`config.mk`:
```
export PLATFORM = sky130hd
export DESIGN_NAME = rsqm_ram
export DESIGN_NICKNAME = d
export VERILOG_FILES = /design/src/rtl/rsqm_ram.sv
export SDC_FILE = /design/constraint.sdc
export NUM_CORES = 1
export LEC_CHECK = 0
export ABC_AREA = 1
export BUFFER_PORTS_ARGS = -buffer_cell sky130_fd_sc_hd__buf_4
export CORE_UTILIZATION = 66
export CTS_BUF_LIST = sky130_fd_sc_hd__clkbuf_4 sky130_fd_sc_hd__clkbuf_8 sky130_fd_sc_hd__clkbuf_16
export CTS_CLUSTER_SIZE = 10
export DETAILED_ROUTE_END_ITERATION = 8
export PLACE_DENSITY = 0.87
export REMOVE_ABC_BUFFERS = 1
export SLEW_MARGIN = 15
export SYNTH_ARGS = -nofsm -noshare
export SYNTH_HDL_FRONTEND = slang
export SYNTH_SLANG_ARGS = --single-unit
```
`constraint.sdc`:
```
create_clock -name clk -period 2.4 [get_ports clk]
set_input_delay 0.48 -clock clk [delete_from_list [all_inputs] [get_ports clk]]
set_output_delay 0.48 -clock clk [all_outputs]
set_load 0.01 [all_outputs]
```
`src/rtl/rsqm_ram.sv`:
```
// ----------------------------------------------------------------------------
// rsqm_ram
// Generic single-port-write, single-port-read RAM with a registered read.
// ----------------------------------------------------------------------------
module rsqm_ram #(
  parameter int WIDTH = 16,
  parameter int DEPTH = 16
) (
  input  logic                     clk,
  input  logic                     wr_en,
  input  logic [$clog2(DEPTH)-1:0] wr_addr,
  input  logic [WIDTH-1:0]         wr_data,
  input  logic [$clog2(DEPTH)-1:0] rd_addr,
  output logic [WIDTH-1:0]         rd_data
);

  logic [WIDTH-1:0] mem [DEPTH];

  // Write port and registered read port.
  always_ff @(posedge clk) begin
    if (wr_en) begin
      mem[wr_addr] <= wr_data;
    end
    rd_data <= mem[rd_addr];
  end

endmodule

```
==> run metrics, run 1 <==
die span in x=133 microns; Pwr per Cell Area=801 nW/um^2; Worst Path Buf+Inv=1; initial antenna violation count=0; final setup skew=0.0107 ns; drt pass-1 iters=5; crit-path cells=buf_4; share of layout cells above drive strength 1=12.4%; CP required=1.92 ns; clk root buf=clkbuf_16; initial core utilization=68.1%; number of synthesized register bits=272; share of the synthesized area in the top cell type=67.5%; # clock sinks=272; Setup-failing EPs final=0; Layout Nets=1154; Synth warnings=0; I/O pin cnt=42; worst reg2reg path depth=6; clock-pin slew on the worst setup and hold paths=0.06 ns; Worst-Skew Late Latency=0.55 ns; Die Area=17800 sq um; RSZ-0062 raised after global routing=false; first-pass GRT wire length=43200 microns; drt wl/cell=20.2 microns; antenna diode count=0; CP Launch Point=rd_data[0]; post-DP HPWL=15300 microns; H-tree depth=1; Detailed Route Iter0 Violations=1109; Max Buffers Root-to-Sink=3; number of port buffers=41; Die Y=133 microns; vias in the first global route=8140; CP startpoint kind=flop; Worst Hold Class=in2reg; setup TNS=0 ns; Post-CTS Repair Setup Buffers=0; Worst path top cell family by delay=flip-flops; Placer Congestion=0.826; DRT antenna net count=0; CTS tree=built; post-cts gate resize count=0; fin area=12900 sq um; Cell variety after synth=13; Post-Syn Area=11400 sq um; critical path arrival=1.10 ns; post-route minimum period=1.58 ns; DRC=0; TritonCTS Buffers=31; CP Depth=1; Synth area leaders=edfxtp_1 68%, nand2_1 11%, nand3_1 8.5%; Mapped Cells=1074; Rows=47; Final Hold Viols=0; total core area=16700 sq um; area growth from synthesis to layout=13.6%; fin crit share=66.0%; grt ovf=0; vias per inst=5.84; Fillers=971; Routed WL=27700 microns; static leakage=5.62 nW; reg-to-reg startpoint=mem[2][13]; kind of critical path=reg2out; hold path depth=1; Final Max Tran Viols=0; largest net degree at the start of global routing=129; syn_area_per_cell=10.6 sq um; sequential share of the synthesized area=70.4%; crit path max fanout=1; critical path capture point type=primary output; worst slew pin tran=0.589 ns; Fmax=0.631 GHz; Max Cap Violations=0; Slew headroom=60.8%; total number of vias=7991; global-route usage over all layers=32.4%; CP max stage delay=0.41 ns; hold path startpoint=wr_data[8]; Crit-path slowest cell=dfxtp_1; Area after DPL=12000 sq um; maximum vdd drop=0.725 mV; area leader, netlist=edfxtp_1; hold-fix buffers at CTS=0; status=finished, final reports clean
==> Yosys cell counts <==
library cell and count:
nand2_1 341, edfxtp_1 256, inv_1 196, nand3_1 193, buf_2 19, buf_4 18, nor2_1 17, dfxtp_1 16
clkbuf_1 10, buf_6 3, inv_2 2, nand3b_1 2, buf_1 1
==> per-layer routing <==
layer | GRT usage [%] | up-vias | part of all wire [%]
li1 | - | 3569 | -
met1 | 42.1 | 3706 | 35
met2 | 52.9 | 600 | 49
met3 | 5.97 | 116 | 11
met4 | 16.4 | 0 | 4.4
met5 | 0 | - | 0
==> state kept, by name, indices dropped and copies added (netlist names) <==
register	count
rd_data	16
mem	256
==> kinds of logic (layout without fill, tap and decap cells) <==
logic type             after synthesis  in the layout  synth area share (%)
buffers and inverters              249            323                  9.21
flip-flops                         272            272                  70.4
AND/OR/NAND/NOR                    553            553                  20.4
==> power by group <==
group | switching, W | total [W] | internal [W]
logic | 0.000464 | 0.000674 | 0.000210
registers | 0.0000354 | 0.00535 | 0.00531
clock network | 0.00173 | 0.00434 | 0.00260
total | 0.00223 | 0.0104 | 0.00813
==> layout make-up <==
| cell class | count | area, sq um | share of cell area [%] |
|---|---|---|---|
| repair buffers | 72 | 603 | 4.66 |
| multi-input cells | 553 | 2360 | 18.3 |
| flip-flops and latches | 272 | 8010 | 61.9 |
| inverters | 198 | 744 | 5.76 |
| clock inverters | 2 | 11.3 | 0.0871 |
| well taps | 220 | 275 | 2.13 |
| clock buffers | 51 | 926 | 7.16 |
==> layout by cell type (no fill, tap or decap) <==
cell / n
buf_12: 5
buf_4: 67
clkbuf_16: 31
clkbuf_4: 20
clkinv_1: 1
clkinv_2: 1
clkinvlp_4: 1
dfxtp_1: 16
edfxtp_1: 256
inv_1: 196
inv_2: 1
nand2_1: 341
nand3_1: 193
nand3b_1: 2
nor2_1: 1
nor2_2: 16
==> per-stage QoR <==
step	total power, W	instances	setup WS, ns	hold slack [ns]	utilization, %
floorplan	0.00573	1023	0.432	0.579	-
global placement	0.00606	1315	0.645	0.638	71.8
detailed placement	0.00609	1315	0.606	0.634	71.8
CTS	0.0104	1368	0.813	0.229	77.4
global route	0.0106	1368	0.804	0.235	77.4
finish	0.0104	1368	0.816	0.241	77.4
==> worst paths after layout <==
check / to / slack (ns)
setup / recovery: rd_data[0] / 0.82
hold / removal: mem[14][8] / 0.24
setup reg to reg: rd_data[13] / 1.26
hold reg to reg: rd_data[9] / 0.65
No activity file was read; power rests on OpenSTA's default activity.
==> run 2, diff against run 1 <==
--- a/config.mk
+++ b/config.mk
@@ -5,13 +5,13 @@
 export SDC_FILE = /design/constraint.sdc
 export NUM_CORES = 1
 export LEC_CHECK = 0
-export ABC_AREA = 1
+export ABC_AREA = 0
 export BUFFER_PORTS_ARGS = -buffer_cell sky130_fd_sc_hd__buf_4
-export CORE_UTILIZATION = 66
+export CORE_UTILIZATION = 55
 export CTS_BUF_LIST = sky130_fd_sc_hd__clkbuf_4 sky130_fd_sc_hd__clkbuf_8 sky130_fd_sc_hd__clkbuf_16
 export CTS_CLUSTER_SIZE = 10
 export DETAILED_ROUTE_END_ITERATION = 8
-export PLACE_DENSITY = 0.87
+export PLACE_DENSITY = 0.78
 export REMOVE_ABC_BUFFERS = 1
 export SLEW_MARGIN = 15
 export SYNTH_ARGS = -nofsm -noshare
==> constraint.sdc (replaced) <==
create_clock -name clk -period 1.45 [get_ports clk]
set_input_delay 0.29 -clock clk [delete_from_list [all_inputs] [get_ports clk]]
set_output_delay 0.29 -clock clk [all_outputs]
set_load 0.01 [all_outputs]
==> run metrics, run 2 <==
status=finished, final reports clean; Cell variety after synth=19 (+6); Worst Path Buf+Inv=1 (unchanged); DRC=0 (unchanged); syn_area_per_cell=23.2 sq um (+120%); kind of critical path=reg2out; Final Hold Viols=0 (unchanged); Setup-failing EPs final=0 (unchanged); number of port buffers=41 (unchanged); global-route usage over all layers=23.2% (-9.2 points); I/O pin cnt=42 (unchanged); Placer Congestion=0.731 (-12%); met2 routed WL=10600 microns (-22%); grt ovf=0 (unchanged); fin util=67.6% (-9.8 points); critical path capture point type=primary output; Crit-path slowest cell=dfxtp_1; Synth warnings=0 (unchanged); Rows=49 (+4.3%); post-route minimum period=1.36 ns; Largest register FFs=256 (unchanged); sequential share of the synthesized area=79.7% (+9.4 points); Mapped Cells=432 (-60%); static leakage=4.03 nW (-28%); Internal Power=0.0137 W (+69%); commonest non-fill, non-tap cell in the layout=edfxtp_1; worst slew pin tran=0.338 ns (-0.251 ns); Worst Hold Class=in2reg; initial core utilization=56.1% (-12 points); crit-path cells=buf_4; total number of vias=4782 (-40%); DRT antenna net count=0 (unchanged); die span in x=137 microns (+2.9%); M1 WL=8070 microns (-17%); initial antenna violation count=0 (unchanged); most numerous cell in the Yosys netlist=edfxtp_1; Die Y=137 microns (+2.9%); Regs by FF count=mem (256), rd_data (16); Seq pwr share=51.9% (+0.3 points); r2r setup slk=0.11 ns (-1.15 ns); Pwr per Cell Area=1410 nW/um^2 (+76%); Slew headroom=77.4% (+17 points); area growth from synthesis to layout=20.5%; fin crit share=93.7%; FFs w/ async S/R, synth=0% (unchanged); Layout Nets=548 (-53%); CP required=1.16 ns (-0.76 ns); Area after DPL=11100 sq um (-7.3%); drt pass-1 iters=5 (unchanged); setup TNS=0 ns (unchanged); vias in the first global route=5009 (-38%); antenna diode count=0 (unchanged); critical path arrival=1.07 ns (-0.03 ns); Fmax=0.736 GHz; maximum vdd drop=1.14 mV (+57%); Max Cap Violations=0 (unchanged); largest net degree at the start of global routing=25 (-81%); Final Max Tran Viols=0 (unchanged); RSZ-0062 raised after global routing=false; hold-fix buffers at CTS=0 (unchanged); total core area=17900 sq um (+7.2%); TritonCTS Buffers=31 (unchanged); met3 wire length=1500 microns (-53%); share of the synthesized area in the top cell type=76.5% (+9.0 points); synth cell count leaders=256 x edfxtp_1, 54 x mux4_2, 32 x a22oi_1; final setup skew=0.0205 ns (+0.00980 ns); vias per inst=6.17 (+5.6%); clock power share=42.7% (+0.8 points); post-DP HPWL=11600 microns (-24%); H-tree depth=1 (unchanged); Worst path top cell family by delay=flip-flops; Synth area leaders=edfxtp_1 77%, mux4_2 12%, dfxtp_1 3.2%; most frequent cells in the layout=256 x edfxtp_1, 56 x buf_4, 54 x mux4_2; drt wl/cell=26.6 microns (+31%); Sw Ratio=19.6% (-2.0 points); CP startpoint kind=flop; clock-pin slew on the worst setup and hold paths=0.06 ns (about the same); Psw=0.00334 W (+49%); Detailed Route Iter0 Violations=434 (-61%); Max Buffers Root-to-Sink=3 (unchanged); area leader, netlist=edfxtp_1; fin area=12100 sq um (-6.4%); CTS tree=built; Die Area=18800 sq um (+5.8%); Logic pwr share=5.3% (-1.2 points); EDFF count, synth=256 (unchanged); Routed WL=20600 microns (-26%); number of synthesized register bits=272 (unchanged); CP max stage delay=0.40 ns (about the same); Post-CTS Repair Setup Buffers=0 (unchanged); clk root buf=clkbuf_16; Worst-Skew Late Latency=0.54 ns (about the same); post-cts gate resize count=0 (unchanged); Largest Register=mem; crit path max fanout=1 (unchanged); Post-Syn Area=10000 sq um (-12%); share of layout cells above drive strength 1=37.9% (+26 points); max layer used=met4; # clock sinks=272 (unchanged); first-pass GRT wire length=30500 microns (-29%); dominant synthesized flop cell=edfxtp_1
[run 2: worst reg2reg max path, delay by kind of cell (launching register included)]
| kind | cells | cell delay (ns) |
|---|---|---|
| muxes | 1 | 0.49 |
| AOI/OAI and AO/OA | 1 | 0.25 |
| and+or+nand+nor | 1 | 0.09 |
| DFF | 1 | 0.38 |
[run 2: through the flow]
stage	worst slack, ns	std cells	power (W)	hold slack [ns]
6_report	0.0914	775	0.0170	0.0539
4_1_cts	0.0446	775	0.0171	0.0312
3_5_place_dp	-0.301	718	0.00991	0.586
3_3_place_gp	-0.286	718	0.00987	0.572
5_1_grt	0.0156	775	0.0175	0.0588
2_1_floorplan	-0.895	411	0.00936	0.389
[run 2: path summary, 6_finish.rpt]
kind | endpoint | cells after the start | startpoint
max | rd_data[10] | 1 | rd_data[10]
max reg2reg | rd_data[9] | 3 | mem[3][9]
min reg2reg | rd_data[10] | 3 | mem[14][10]
min | mem[3][4] | 1 | wr_data[4]
[run 2: metal layers]
metal / up-vias / track usage (%)
li1: 2028 / -
met1: 2480 / 32.0
met2: 233 / 39.2
met3: 41 / 3.11
met4: 0 / 7.02
met5: - / 0
[run 2: final cells by class]
cell class                 instances  area [sq um]
clock buffer                      56           970
clock inverter                     1          8.76
fill                            1069          5800
multi-input combinational        139          1970
sequential                       272          8010
tap                              229           287
timing repair buffer              78           861
[run 2: cells by family after synthesis]
group	count (synthesis)	share of synthesized area, %
DFF	272	79.7
and+or+nand+nor	43	1.92
AOI/OAI and AO/OA	32	2.39
muxes	64	14.7
buffers and inverters	21	1.23
[run 2: power groups by stage]
stage          clock [W]  sequential (W)  combinational [W]
3_3_place_gp           0         0.00900           0.000870
3_5_place_dp           0         0.00901           0.000902
6_report         0.00729         0.00885           0.000904
5_1_grt          0.00764         0.00887           0.000965
4_1_cts          0.00737         0.00886           0.000912
2_1_floorplan          0         0.00902           0.000342
==> run 3, diff against run 2 <==
--- a/config.mk
+++ b/config.mk
@@ -12,7 +12,6 @@
 export CTS_CLUSTER_SIZE = 10
 export DETAILED_ROUTE_END_ITERATION = 8
 export PLACE_DENSITY = 0.78
-export REMOVE_ABC_BUFFERS = 1
 export SLEW_MARGIN = 15
 export SYNTH_ARGS = -nofsm -noshare
 export SYNTH_HDL_FRONTEND = slang
==> run metrics, run 3 (synthesized netlist as in run 2, its figures left out) <==
static leakage=4.03 nW (-0.14%); commonest non-fill, non-tap cell in the layout=edfxtp_1; RSZ-0062 raised after global routing=false; post-cts gate resize count=0 (unchanged); worst slew pin tran=0.312 ns (-0.0257 ns); Die Y=137 microns (unchanged); final setup skew=0.00765 ns (-0.0129 ns); critical path arrival=1.77 ns (+0.70 ns); Final WS setup=0.102 ns (+0.0107 ns); CP max stage delay=0.55 ns (+0.15 ns); most frequent cells in the layout=256 x edfxtp_1, 56 x mux4_2, 54 x buf_4; I/O pin cnt=42 (unchanged); # clock sinks=272 (unchanged); status=finished, final reports clean; Worst-Skew Late Latency=0.53 ns (about the same); Largest Register=mem; clock-pin slew on the worst setup and hold paths=0.06 ns (about the same); Crit-path slowest cell=mux4_2; drt pass-1 iters=5 (unchanged); Final Max Tran Viols=0 (unchanged); DRC=0 (unchanged); initial core utilization=56.1% (unchanged); total core area=17900 sq um (unchanged); Worst path top cell family by delay=multiplexers; worst reg2reg path depth=3 (unchanged); kind of critical path=reg2reg; H-tree depth=1 (unchanged); share of layout cells above drive strength 1=37.9% (-0.044 points); clk root buf=clkbuf_16; r2r setup slk=0.10 ns (about the same); Worst Hold End=mem[12][14]; Slew headroom=79.2% (+1.8 points); Finished Layout Cells=773 (-0.26%); maximum vdd drop=1.05 mV (-7.4%); Max Buffers Root-to-Sink=3 (unchanged); first-pass GRT wire length=31200 microns (+2.2%); drt wl/cell=27.6 microns (+3.9%); CTS tree=built; vias per inst=6.32 (+2.5%); grt ovf=0 (unchanged); Detailed Route Iter0 Violations=470 (+8.3%); crit-path cells=mux4_2 -> a22oi_1 -> nand2_1; number of port buffers=41 (unchanged); hold-fix buffers at CTS=0 (unchanged); largest net degree at the start of global routing=20 (-20%); antenna diode count=0 (unchanged); final total power=0.0170 W (-0.41%); Max Cap Violations=0 (unchanged); fin crit share=93.0% (-0.74 points); syn nets=458; vias in the first global route=5173 (+3.3%); Placer Congestion=0.745 (+1.9%); Die Area=18800 sq um (unchanged); Post-CTS Repair Setup Buffers=0 (unchanged); Worst Hold Class=in2reg; DP Cell Count=718 (unchanged); Worst Path Buf+Inv=0 (-1); Rows=49 (unchanged); Regs by FF count=mem (256), rd_data (16); global-route usage over all layers=23.9% (+0.70 points); post-route minimum period=1.35 ns (-0.0107 ns); Fmax=0.742 GHz (+0.79%); area growth from synthesis to layout=20.7%; fin area=12100 sq um (+0.19%); Layout Nets=548 (unchanged); initial antenna violation count=0 (unchanged); hold path startpoint=wr_data[14]; CP required=1.87 ns (+0.71 ns); setup TNS=0 ns (unchanged); die span in x=137 microns (unchanged); Largest register FFs=256 (unchanged); post-DP HPWL=11200 microns (-3.8%); Routed WL=21300 microns (+3.6%); CP startpoint kind=flop; Setup-failing EPs final=0 (unchanged); TritonCTS Buffers=31 (unchanged); critical path capture point type=flop; hold path depth=1 (unchanged); crit path max fanout=1 (unchanged); reg-to-reg critical path endpoint=rd_data[6]; Final Hold Viols=0 (unchanged); Place WS=-0.231 ns (+0.0703 ns); DRT antenna net count=0 (unchanged); Area after DPL=11200 sq um (+0.43%); total number of vias=4888 (+2.2%); Pwr per Cell Area=1400 nW/um^2 (-0.60%); reg-to-reg startpoint=mem[15][6]
[run 3: cell types whose count changed in the layout (fill, tap and decap cells not counted), sizes merged]
| cell | change |
|---|---|
| clkbuf | -3 |
| inv | +2 |
| clkinv | -1 |
[run 3: metrics by stage]
step | hold WS (ns) | utilization [%]
after floorplan | 0.389 | -
after global placement | 0.574 | 62.4
after detailed placement | 0.593 | 62.4
after CTS | 0.0271 | 67.7
after global routing | 0.0422 | 67.7
final | 0.0473 | 67.7
[run 3: area by class of cell]
type                            count  area, sq um
Fill cell                        1063         5780
Multi-Input combinational cell    139         1980
Clock inverter                      2         17.5
Timing Repair Buffer               78          886
Clock buffer                       53          941
Sequential cell                   272         8010
Tap cell                          229          287
[run 3: per-layer routing]
| layer | vias up | GRT usage, % | routed length, microns | share of wire (%) |
|---|---|---|---|---|
| met3 | 59 | 3.85 | 2060 | 9.6 |
| met2 | 278 | 37.8 | 10400 | 49 |
| met5 | - | 0 | 0 | 0 |
| met4 | 0 | 9.52 | 723 | 3.4 |
| met1 | 2534 | 33.9 | 8190 | 38 |
| li1 | 2017 | - | - | - |
[run 3: how the worst max path moves through the flow]
stage          startpoint     endpoint  slack [ns]  cells after the start
5_1_grt        rd_data[9]   rd_data[9]        0.07                      1
6_report       mem[15][6]   rd_data[6]        0.10                      3
3_5_place_dp   rd_addr[0]   rd_data[7]       -0.23                      5
2_1_floorplan  wr_addr[2]   mem[10][0]       -0.17                      2
4_1_cts        mem[15][6]   rd_data[6]        0.11                      3
3_3_place_gp   rd_addr[0]  rd_data[10]       -0.19                      5
[run 3: power by group]
part           leakage (nW)  internal [W]  switching, W  total, W
combinational          1.09      0.000442      0.000481  0.000923
sequential             2.45       0.00879     0.0000610   0.00885
clock                 0.492       0.00439       0.00281   0.00720
