==> config.mk <==
export PLATFORM = sky130hd
export DESIGN_NAME = rsqm_pool_alloc
export DESIGN_NICKNAME = d
export VERILOG_FILES = /design/src/rtl/rsqm_pkg.sv /design/src/rtl/rsqm_pool_alloc.sv
export SDC_FILE = /design/constraint.sdc
export NUM_CORES = 1
export LEC_CHECK = 0
export ABC_AREA = 1
export BUFFER_PORTS_ARGS = -buffer_cell sky130_fd_sc_hd__buf_2
export CORE_ASPECT_RATIO = 0.7
export CORE_MARGIN = 8
export CORE_UTILIZATION = 45
export DETAILED_ROUTE_END_ITERATION = 10
export GPL_ROUTABILITY_DRIVEN = 0
export SYNTH_ARGS = -nofsm -noshare
export SYNTH_HDL_FRONTEND = slang
export SYNTH_SLANG_ARGS = --single-unit
==> constraint.sdc <==
create_clock -name clk -period 4.21 [get_ports clk]
set_input_delay 0.842 -clock clk [delete_from_list [all_inputs] [get_ports clk]]
set_output_delay 0.842 -clock clk [all_outputs]
set_load 0.01 [all_outputs]
==> src/rtl/rsqm_pkg.sv <==
// ----------------------------------------------------------------------------
// rsqm_pkg
// Types and constants shared by the reserved/shared quota manager modules.
// ----------------------------------------------------------------------------
package rsqm_pkg;

  localparam int NumTypes   = 11;
  localparam int NumCapRegs = 8;
  localparam int TypeLe0    = 5;
  localparam int TypeTle    = 9;
  localparam int NumPe      = 4;

  // Request codes.
  typedef enum logic [1:0] {
    REQ_ADD    = 2'd0,
    REQ_REMOVE = 2'd1,
    REQ_ALLOC  = 2'd2,
    REQ_FREE   = 2'd3
  } req_t;

  // Status codes.
  typedef enum logic [2:0] {
    ST_OK        = 3'd0,
    ST_INVALID   = 3'd1,
    ST_NO_SPACE  = 3'd2,
    ST_NO_POOL   = 3'd3,
    ST_UNDERFLOW = 3'd4
  } status_t;

  // Packed entry word held in the entry memory.
  typedef struct packed {
    logic [15:0] reserved;
    logic [15:0] limit;
    logic [15:0] count;
  } entry_t;

  // Per-type counter word held in the type memory.
  typedef struct packed {
    logic [15:0] in_use;
    logic [15:0] reserved;
    logic [15:0] spill_cnt;
  } type_cnt_t;

  // Capacity register that serves a resource type.
  function automatic logic [2:0] cap_reg_of(input logic [3:0] t);
    logic [2:0] r;
    case (t)
      4'd0: r = 3'd0;
      4'd1: r = 3'd1;
      4'd2: r = 3'd2;
      4'd3: r = 3'd3;
      4'd4: r = 3'd4;
      4'd5, 4'd6, 4'd7, 4'd8: r = 3'd5;
      4'd9: r = 3'd6;
      default: r = 3'd7;
    endcase
    return r;
  endfunction

  function automatic logic [15:0] inc_sat(input logic [15:0] v);
    return (v == 16'hFFFF) ? v : v + 16'd1;
  endfunction

  function automatic logic [15:0] dec_sat(input logic [15:0] v);
    return (v == 16'd0) ? v : v - 16'd1;
  endfunction

endpackage

==> src/rtl/rsqm_pool_alloc.sv <==
// ----------------------------------------------------------------------------
// rsqm_pool_alloc
// LE and TLE pool bitmaps with lowest-free search, claim and release.
// ----------------------------------------------------------------------------
module rsqm_pool_alloc #(
  parameter int NUM_LE_POOLS  = 16,
  parameter int NUM_TLE_POOLS = 16
) (
  input  logic       clk,
  input  logic       rst_n,
  input  logic [1:0] pe_sel,
  input  logic       is_tle,
  output logic       found,
  output logic [5:0] found_id,
  input  logic       claim,
  input  logic       release_en,
  input  logic [5:0] release_id
);

  localparam int LeW  = (NUM_LE_POOLS  < 64) ? NUM_LE_POOLS  : 64;
  localparam int TleW = (NUM_TLE_POOLS < 64) ? NUM_TLE_POOLS : 64;

  logic [63:0] le_map_r [rsqm_pkg::NumPe];
  logic [63:0] tle_map_r;
  logic [63:0] map_sel;
  logic [6:0]  lo;
  logic [6:0]  hi;

  // Lowest free id in the selected map, over the valid id range.
  always_comb begin
    map_sel  = is_tle ? tle_map_r : le_map_r[pe_sel];
    lo       = is_tle ? 7'd0 : 7'd1;
    hi       = is_tle ? 7'(TleW) : 7'(LeW);
    found    = 1'b0;
    found_id = 6'd0;
    for (int i = 63; i >= 0; i--) begin
      if (7'(i) >= lo && 7'(i) < hi && !map_sel[i]) begin
        found    = 1'b1;
        found_id = 6'(i);
      end
    end
  end

  // Bitmap updates.
  always_ff @(posedge clk) begin
    if (!rst_n) begin
      for (int p = 0; p < rsqm_pkg::NumPe; p++) le_map_r[p] <= '0;
      tle_map_r <= '0;
    end else if (claim) begin
      if (is_tle) tle_map_r[found_id] <= 1'b1;
      else le_map_r[pe_sel][found_id] <= 1'b1;
    end else if (release_en) begin
      if (is_tle) tle_map_r[release_id] <= 1'b0;
      else le_map_r[pe_sel][release_id] <= 1'b0;
    end
  end

endmodule

==> results.md, run 1 <==
Worst setup path:
- The number of cells on the worst reg-to-reg path is 31.
- The startpoint of the most critical register-to-register path is le_map_r[2][12]$_SDFFCE_PN0P_.
- The setup path with the least slack is of type in -> reg.
- The element type at the critical path start is an input port.
- The worst-case register-to-register setup slack is 0.87 ns.
- In this design, the stage delay of the slowest critical-path cell is 0.23 ns.
- STA puts the critical path data required time at 4.25 ns.
- The maximum net fanout on the critical path is 12.
- The cell with the largest stage delay on the worst path is o22ai_1.
- STA puts the critical path data arrival time at 3.98 ns.
- STA classifies the critical path endpoint as a register.
- The reg-to-reg endpoint is le_map_r[2][12]$_SDFFCE_PN0P_.

Clocking:
- The source-to-sink clock delay at the later pin of the worst-skew pair is 0.34 ns.
- Gates resized during post-CTS repair numbered 0.
- The largest buffer count on any clock path is 2.
- The CTS tree is done.
- In this run the number of H-tree levels came out at 3.
- Hold repair after CTS inserted 0 buffers.
- Buffers inserted during clock tree synthesis total 9.
- Clock-pin slew was measured on the worst setup and hold paths at 0.06 ns.
- The cell chosen for the clock root is clkbuf_16.
- The setup fix buffers added after clock tree synthesis is 0.
- The number of clock sinks is 76.

Timing:
- The worst slew margin relative to its limit is 0.135.
- The final count of negative-setup-slack endpoints is 0.
- The final period demand of the worst path is 3.93 ns.
- Timing would allow up to 254 MHz.
- The number of failing hold endpoints at the final stage was 0.
- The final critical-path setup slack is 0.275 ns.
- The final number of max-transition violations is 0.
- For the final database, setup skew stands at 0.00507 ns.
- In the finished design, the share of the clock period the worst path needs comes to 0.935.
- The transition time at the pin with the least slew margin is 1.29 ns.

Yosys:
- The post-synthesis instance area is 5170 µm².
- Counting flops and latches in the post-synthesis netlist gives 76.
- The Yosys step of the flow raised 0 warnings.
- The synthesized netlist contains 43 unique library cells.
- The post-synthesis cell count is 694.
- A synthesized cell averages 7.45 µm².
- The share of the Yosys chip area taken by registers is 0.410.

Placed design:
- The placed wire-length estimate after detailed placement is 11100 µm.
- The area of placed instances is 5770 µm².
- The cell count after placement is 896.
- The number of port buffers is 17.
- OpenSTA, run right after detailed placement, puts the worst setup slack at -0.144 ns.

Layout:
- The final instance area is 6080 µm².
- The area growth from synthesis to layout is 17.6%.
- The finished layout holds 911 standard cells, fillers aside.
- The repair_antennas step left the layout with diodes totalling 0.
- The count of nets after finishing is 767.
- The fraction of final layout cells sized beyond drive strength 1 is 0.212.
- The post-layout utilization of the core is 0.548.

Floorplan:
- In this run the core area contains 32 standard-cell rows.
- The chip height is 106 µm.
- After floorplanning, the core was sized to cover 11100 µm².
- The die footprint is 15200 µm².
- The initial utilization of the core area, before any placement, comes to 0.466.
- Pin placement for this block handled 20 I/O pins.
- The die extent in x is 144 µm.

Routing:
- The detailed router's first-iteration violation count is 459.
- The total via count after detailed routing is 4831.
- The detailed-route wire length is 14600 µm.
- The first detailed-routing pass took 5 iterations.
- The number of nets with antenna violations after routing is 0.
- Using the TritonRoute via totals, the vias-per-cell ratio works out to 5.30.
- The final routed wire length divided by cell count is 16.0 µm.
- For this run, design rule violations remaining after detail routing come to 0.

Hold path:
- Along the worst hold path, the cell count comes to 2.
- The launch instance of the worst min-delay path is tle_map_r[8]$_SDFFE_PN0P_.
- The path with the worst hold slack has its endpoint at tle_map_r[8]$_SDFFE_PN0P_.
- The min-delay analysis places its worst path in the category reg -> reg.

Global route:
- The maximum number of pins on one net before global-route repair is 56.
- The routing usage on met1 is 0.279.
- After global routing, the most crowded layer is met2.
- The first-pass GRT wire length is 24000 µm.
- The routing usage on met2 is 0.300.
- For this run, the total global-route usage over all layers was measured as 0.199.
- The initial antenna violation count is 0.
- The global-route met3 utilization is 0.0487.
- The final global-route overflow total is 0.
- The number of global-route vias before repair came to 4615.

Run:
- The tool flagged a number of max-cap violations equal to 0.

Run status:
- The flow ran to the end, and the final reports show no timing, DRC or antenna violations.

Pwr:
- The total power divided by cell area is 332 nW/µm².
- The worst-case IR drop observed on VDD is 0.203 mV.
- In this run the static leakage power is 0.00259 µW.
## state kept, by name, indices dropped and copies added (netlist names)
signal     flops
le_map_r      60
tle_map_r     16
## cells in the final DEF, fill, tap and decap left out, types with 3 or more instances in the layout
cell,Yosys,layout
clkbuf_16,0,9
edfxtp_1,60,60
buf_4,6,53
o21ai_0,20,18
nor2_2,11,12
nor2_4,3,3
buf_2,6,17
inv_1,92,92
dfxtp_1,16,16
nand4_1,17,17
nand3_1,31,31
inv_2,11,9
o22ai_1,5,5
nand2_2,8,10
a31oi_1,7,7
or2_2,3,3
nor3_2,5,5
o21ai_2,1,3
nand2_4,9,9
a21oi_1,22,22
clkinv_1,1,3
nor2_1,79,78
buf_12,1,6
buf_6,8,3
nand3_4,4,4
clkinv_2,0,3
nor3_1,29,29
nand2_1,172,170
a211oi_1,8,8
o21ai_1,30,30
## cell usage after synthesis (all sizes together)
library cell / count / area [µm²]
o21ai: 52 / 275
a32o: 2 / 20.0
nor3: 34 / 195
edfxtp: 60 / 1800
nand4: 17 / 106
inv: 104 / 393
a211oi: 8 / 60.1
and2: 3 / 20.0
clkinv: 1 / 3.75
a21oi: 25 / 144
buf: 21 / 185
nand2: 190 / 817
a22oi: 3 / 27.5
dfxtp: 16 / 320
conb: 1 / 3.75
a31oi: 7 / 43.8
nor2: 94 / 419
o22ai: 5 / 31.3
o21bai: 2 / 15.0
or2: 3 / 18.8
clkbuf: 10 / 37.5
nor4: 1 / 6.26
nand3: 35 / 225
## stage by stage
step	hold slack, ns	power, µW	setup TNS, ns
finish	0.485	2020	0
global route	0.496	2100	-0.00456
CTS	0.483	2020	0
detailed placement	0.472	1270	-5.31
global placement	0.463	1260	-1.07
floorplan	0.449	1140	0
## final cells by class
| cell class | count | area, µm² |
|---|---|---|
| fillers | 1099 | 5010 |
| multi-input cells | 483 | 2450 |
| flip-flops and latches | 76 | 2120 |
| repair buffers | 79 | 637 |
| inverters | 105 | 400 |
| clock buffers | 9 | 225 |
| well taps | 153 | 191 |
| clock inverters | 6 | 56.3 |
## worst max-delay path by stage
stage,startpoint,to,slack (ns),depth (start not counted)
after floorplan,pe_sel[1],le_map_r[3][11]$_DFFE_PP_,0.59,24
after global placement,pe_sel[0],le_map_r[0][9]$_SDFFCE_PN0P_,-0.07,24
after detailed placement,pe_sel[0],le_map_r[0][10]$_SDFFCE_PN0P_,-0.14,24
after CTS,pe_sel[0],le_map_r[0][10]$_SDFFCE_PN0P_,0.20,25
after global routing,pe_sel[0],le_map_r[2][14]$_SDFFCE_PN0P_,-0.005,26
final,pe_sel[0],le_map_r[2][12]$_SDFFCE_PN0P_,0.28,26
## cells by family after synthesis
| family | count (synthesis) | synth area share |
|---|---|---|
| AND/OR/NAND/NOR | 377 | 0.350 |
| AO/OA/AOI/OAI | 104 | 0.119 |
| other | 1 | 0.000725 |
| flip-flops | 76 | 0.410 |
| buffers and inverters | 136 | 0.120 |
## worst max-delay path: cells and delay by family
family	cells	cell delay [ns]
AOI/OAI and AO/OA	5	0.68
buffers and inverters	8	0.98
and+or+nand+nor	13	1.47
## routing by layer
metal / share of wire / wire length [µm]
met2: 0.44 / 6370
met4: 0.011 / 157
met3: 0.076 / 1100
met1: 0.48 / 6920
met5: 0 / 0
## where the power goes
| group | switching, µW | leakage (µW) | total [µW] | internal (µW) |
|---|---|---|---|---|
| clock network | 309 | 0.000140 | 760 | 451 |
| logic | 254 | 0.00171 | 390 | 136 |
| registers | 12.4 | 0.000744 | 869 | 857 |
| total | 575 | 0.00259 | 2020 | 1440 |
No activity file was read; power rests on OpenSTA's default activity.
==> run 2, diff against run 1 <==
HOLD_SLACK_MARGIN = 0.03   (was default)
RECOVER_POWER = 25   (was default)
==> results.md, run 2 (synthesized netlist as in run 1, its figures left out) <==
Timing:
- The worst path needs 3.92 ns of the cycle, external delays included.
- For the pin with the worst max-slew slack, the measured transition is 1.27 ns.
- For the final routed database, the setup TNS stands at 0 ns.
- Static timing analysis puts the maximum clock frequency at 255 MHz.
- The final count of negative-setup-slack endpoints is 0.
- The number of failing hold endpoints at the final stage is 0.
- The final number of max-transition violations is 0.
- The portion of the clock cycle consumed by the worst path in the final layout is 0.932.
- Headroom to the max-slew limit came out at 0.147.
- Setup repair after global routing left no endpoint under its margin.
- The worst clock skew is 0.00509 ns.

Worst setup path:
- The worst register-to-register path begins at le_map_r[2][12]$_SDFFCE_PN0P_.
- The endpoint identified for the worst register-to-register timing path is le_map_r[2][12]$_SDFFCE_PN0P_.
- In this design, the largest share of critical-path delay is due to simple AND/OR/NAND/NOR gates.
- Together, buffers and inverters on the worst path number 8.
- The worst register-to-register path has a setup slack of 0.87 ns.
- The number of cells on the worst reg-to-reg path is 31.
- At the worst endpoint, the required time is 4.25 ns.
- The category of the most critical setup path is in -> reg.
- The element type at the critical path start is an input port.
- The slowest stage of the critical path is the o22ai_1 cell.
- The worst setup path is captured at a register.
- On the worst path, the slowest cell contributes a delay of 0.23 ns.
- The data arrival time of the worst path is 3.97 ns.
- The maximum net fanout on the critical path is 12.

Placed design:
- The placed wire-length estimate after detailed placement is 11100 µm.
- Counting tap cells, the placed design contains a total of 896 instances.
- The count of buffers added on input and output ports is 17.

Floorplan:
- The die footprint is 15200 µm².
- The die extent in x is 144 µm.
- In this run the standard cell core region covers 11100 µm².
- 20 I/O pins were placed.
- For this configuration, the core starts out at a cell density of 0.466.
- From bottom edge to top edge, the die measures 106 µm.
- Row generation in the floorplan step produced 32 rows.

Clocking:
- In this run the clock root is driven by a clkbuf_16.
- Counting the buffers created by CTS gives 9.
- The source-to-sink clock delay at the later pin of the worst-skew pair is 0.34 ns.
- The CTS tree is done.
- The clock passes through at most 2 buffers.
- After clock tree synthesis, the clock-pin slew on the worst setup and hold paths is 0.06 ns.
- The H-tree level count is 3.
- The number of clock sinks is 76.

Layout:
- The top cell types in the final layout, fill and taps aside, are nand2_1 (172), inv_1 (92), nor2_1 (79).
- Of the cells placed in the final design, the portion with a size suffix greater than 1 is 0.203.
- The register with the most flip-flops in the final layout is le_map_r.
- The number of antenna repair diodes is 0.
- The largest registers in the layout are le_map_r x60, tle_map_r x16.
- Leaving out fill and tap cells, the most frequent cell in the layout is nand2_1.
- After the flow finishes, the layout carries non-filler instances totaling 911.
- The count of nets after finishing is 767.
- The layout has 1099 filler cells.
- The flip-flop count of the largest register, all copies and words added is 60.
- Compared with the post-synthesis result, the final layout area differs by 17.2%.

Routing:
- The met3 routed wirelength is 1130 µm.
- Routed signal wires occupy layers up through met4.
- For this run, design rule violations remaining after detail routing come to 0.
- The routed design uses 6360 µm of met2 wire.
- In the final routed layout, each cell accounts on average for 16.0 µm.
- The first detailed-routing pass took 5 iterations.
- The detailed router put a total of 6890 µm of wire on met1.
- The detailed router finished its first iteration with 458 violations.
- In this run the remaining antenna-violating nets after routing total 0.
- Using the TritonRoute via totals, the vias-per-cell ratio works out to 5.29.
- The final route contains 4815 vias.
- The routed design has 14500 µm of wire.

Run:
- The number of maximum-capacitance violations is 0.

Run status:
- The flow ran to the end, and the final reports show no timing, DRC or antenna violations.

Global route:
- The initial antenna violation count was 0.
- After global routing the overflow that remains totals 0.
- The first global-routing pass estimated 24000 µm of wire.
- Entering global routing, the biggest net connects 56 pins.
- The number of global-route vias before repair was 4615.
- For this run, the total global-route usage over all layers was measured as 0.199.

Hold path:
- The terminating pin of the worst hold path is tle_map_r[8]$_SDFFE_PN0P_.
- The min-delay analysis places its worst path in the category reg -> reg.
- Counting instances, the worst hold path has a depth of 2.
- The launch instance of the worst min-delay path is tle_map_r[8]$_SDFFE_PN0P_.

Pwr:
- Summed over all cells, the static leakage comes to 0.00258 µW.
- The total power divided by cell area is 332 nW/µm².
- The worst-case IR drop observed on VDD is 0.202 mV.
run 2: timing repair:
action / in CTS / in global routing
setup endpoints to repair: 0 / 96
setup buffers: 0 / 0
resized for setup: 0 / 13
hold buffers: 0 / 0
run 2: layer usage:
layer / vias to the layer above / global-route usage
met3: 14 / 0.0487
met5: - / 0
met2: 167 / 0.300
met4: 0 / 0.0479
li1: 2381 / -
met1: 2253 / 0.279
run 2: cell type report:
cell class / count / area, µm² / share of cell area
repair buffers: 79 / 622 / 0.103
multi-input cells: 483 / 2440 / 0.403
inverters: 105 / 400 / 0.0661
well taps: 153 / 191 / 0.0316
clock buffers: 9 / 225 / 0.0372
flip-flops and latches: 76 / 2120 / 0.350
clock inverters: 6 / 56.3 / 0.00930
run 2: through the flow:
step / area [µm²] / total power [µW] / hold slack [ns] / utilization / setup slack (ns)
global route: 6060 / 2100 / 0.496 / 0.546 / 0.00430
CTS: 6050 / 2020 / 0.483 / 0.545 / 0.195
floorplan: 5170 / 1140 / 0.449 / - / 0.593
finish: 6060 / 2010 / 0.485 / 0.546 / 0.287
global placement: 5770 / 1260 / 0.463 / 0.520 / -0.0721
detailed placement: 5770 / 1270 / 0.472 / 0.520 / -0.144
run 2: worst max-delay path by stage:
stage              start                            end  slack (ns)  depth (start not counted)
6_report       pe_sel[0]  le_map_r[2][12]$_SDFFCE_PN0P_        0.29                         26
3_3_place_gp   pe_sel[0]   le_map_r[0][9]$_SDFFCE_PN0P_       -0.07                         24
5_1_grt        pe_sel[0]  le_map_r[2][14]$_SDFFCE_PN0P_       0.004                         24
4_1_cts        pe_sel[0]  le_map_r[0][10]$_SDFFCE_PN0P_        0.20                         25
2_1_floorplan  pe_sel[1]      le_map_r[3][11]$_DFFE_PP_        0.59                         24
3_5_place_dp   pe_sel[0]  le_map_r[0][10]$_SDFFCE_PN0P_       -0.14                         24
run 2: where the power goes:
part	switching, µW	leakage [µW]	total (µW)	internal [µW]
clock	306	0.000140	757	451
combinational	253	0.00169	386	133
sequential	12.3	0.000744	869	857
run 2: tightest hold or removal path, cell delays in order, from the launching register on:
cell and delay (ns):
dfxtp_1 0.32, inv_1 0.06, a21oi_1 0.06
==> run 3, diff against run 2 <==
CORE_UTILIZATION = 60   (was 45)
PLACE_DENSITY = 0.78   (was default)
==> results.md, run 3 (synthesized netlist as in run 1, its figures left out) <==
Timing:
- The worst pin sits at a relative slew slack of 0.610.
- The final number of max-transition violations is 0.
- The worst clock skew is 0.00650 ns.
- Setup violations remaining at the end of the flow were counted as 0.
- The final period demand of the worst path is 4.01 ns.
- Setup repair after global routing left no endpoint under its margin.
- Of the available clock period, the critical path in the final layout requires 0.954.
- The maximum clock frequency is 249 MHz.
- The transition time at the pin with the least slew margin is 0.585 ns.
- The number of failing hold endpoints at the final stage is 0.

Worst setup path:
- The element type at the critical path start is an input port.
- STA puts the critical path data required time at 4.24 ns.
- In this run the worst path has a maximum fanout of 14.
- The critical path in this run is classified as in -> reg.
- Data on the critical path arrives at its endpoint at 4.05 ns.
- The worst setup path is captured at a register.

Pwr:
- The total power divided by cell area is 345 nW/µm².
- The leakage power is 0.00244 µW.
- The final total power is 1980 µW.
- VDD sags by at most 0.275 mV.

Layout:
- The most frequent standard cell in the layout excluding fill and tap cells is nand2_1.
- The top cell types in the final layout, fill and taps aside, are nand2_1 (175), inv_1 (92), nor2_1 (80).
- The count of nets after finishing is 743.
- The largest registers in the layout are le_map_r x60, tle_map_r x16.
- With fillers left out, the area of the finished cells amounts to 5750 µm².
- Of the cells placed in the final design, the portion with a size suffix greater than 1 is 0.166.
- The largest register by flop count is le_map_r.
- The number of antenna repair diodes is 0.
- Relative to the synthesized area, the layout overhead comes to 11.2%.
- The register with the most flip-flops in the layout has 60 of them.
- The count of filler cells inserted in the layout is 706.

Routing:
- For this block, the routed nets add up to 14300 µm of wire.
- The number of remaining DRC errors is 0.
- Across all layers, the routed design uses 4937 vias.
- The number of vias per cell after detailed routing is 5.88.
- The length of the first detailed-routing pass in iterations is 6.
- The number of nets with antenna violations after routing is 0.
- In the final routed layout, each cell accounts on average for 17.0 µm.
- The detailed router finished its first iteration with 811 violations.

Clocking:
- Clock-pin slew was measured on the worst setup and hold paths at 0.06 ns.
- The source-to-sink clock delay at the later pin of the worst-skew pair is 0.34 ns.
- CTS saw 76 sinks.
- The H-tree level count is 3.
- The cell chosen for the clock root is clkbuf_16.
- Buffers inserted during clock tree synthesis total 9.
- The number of setup buffers added after CTS is 0.
- The CTS tree is done.
- The largest buffer count on any clock path is 2.

Floorplan:
- The number of core rows is 28.
- The initial core utilization is 0.615.
- Measured along the x axis, the die boundary spans 127 µm.
- The die is 93.7 µm tall.
- The core region is 8410 µm².
- The I/O pin count is 20.
- The die footprint is 11900 µm².

Placed design:
- The placed wire-length estimate after detailed placement is 10800 µm.
- The number of port buffers is 17.
- The area of placed instances is 5500 µm².

Run:
- The number of maximum-capacitance violations is 0.

Hold path:
- The type of the worst min-delay path is reg -> reg.

Global route:
- The first global-routing pass estimated 23300 µm of wire.
- Summed over all layers, the global routing overflow is 0.
- The initial antenna violation count is 0.
- In the global route stage, overall resource usage came out at 0.248.
- The maximum number of pins on one net before global-route repair is 56.
- The number of global-route vias before repair is 4695.

Run status:
- The run finished with clean final reports.
-- run 3: cell types whose count changed in the layout (fill, tap and decap cells not counted), sizes merged --
cell	previous run	this run
clkinvlp	0	1
clkinv	7	5
buf	72	50
clkbuf	16	15
inv	103	104
-- run 3: final timing paths --
| kind | from | end | slack [ns] | cells past startpoint |
|---|---|---|---|---|
| max | pe_sel[1] | le_map_r[0][10]$_SDFFCE_PN0P_ | 0.20 | 21 |
| min | tle_map_r[0]$_SDFFE_PN0P_ | tle_map_r[0]$_SDFFE_PN0P_ | 0.47 | 2 |
| min reg2reg | tle_map_r[0]$_SDFFE_PN0P_ | tle_map_r[0]$_SDFFE_PN0P_ | 0.47 | 2 |
| max reg2reg | le_map_r[2][12]$_SDFFCE_PN0P_ | le_map_r[0][10]$_SDFFCE_PN0P_ | 0.78 | 23 |
-- run 3: where the power goes --
group | total [µW] | internal, µW | switching [µW]
clock network | 754 | 453 | 301
registers | 871 | 857 | 13.6
logic | 359 | 109 | 251
total | 1980 | 1420 | 565
-- run 3: stage by stage --
stage / hold slack, ns / std cells / utilization / setup slack, ns / TNS [ns]
final: 0.473 / 840 / 0.684 / 0.195 / 0
after global routing: 0.507 / 840 / 0.684 / 0.00903 / 0
after CTS: 0.476 / 840 / 0.688 / 0.215 / 0
after detailed placement: 0.467 / 824 / 0.654 / -0.113 / -1.91
after global placement: 0.461 / 824 / 0.654 / 0.00172 / 0
after floorplan: 0.449 / 695 / - / 0.593 / 0
-- run 3: layout make-up --
class                           count  area, µm²  area share
Clock inverter                      6       55.1     0.00957
Timing Repair Buffer               55        404      0.0703
Multi-Input combinational cell    483       2410       0.419
Sequential cell                    76       2120       0.369
Tap cell                          105        131      0.0228
Inverter                          105        399      0.0694
Clock buffer                       10        229      0.0398
-- run 3: repair_timing --
item                       4_1_cts  5_1_grt
resized for setup                0        2
hold buffers                     0        0
setup endpoints to repair        0       32
-- run 3: per-layer routing --
metal  vias to the layer above  track usage  share of wire
met5                         -            0              0
met4                         0       0.0750          0.018
met3                        28       0.0714           0.13
met2                       309        0.380           0.43
met1                      2262        0.333           0.42
li1                       2338            -              -
-- run 3: critical path: stages --
cell and delay [ns]:
buf_2 0.12, inv_4 0.16, buf_4 0.21, o21ai_1 0.08
o22ai_1 0.16, nand2_1 0.08, o21ai_1 0.13, and2_1 0.17
and2_2 0.21, nand2_2 0.09, nor2_4 0.16, inv_2 0.06
nor2_4 0.18, nand4_1 0.13, o21bai_1 0.20, nor2_1 0.07
nand2_1 0.12, nor2_4 0.08, nand3_2 0.24, nand2_1 0.26
o21ai_0 0.27
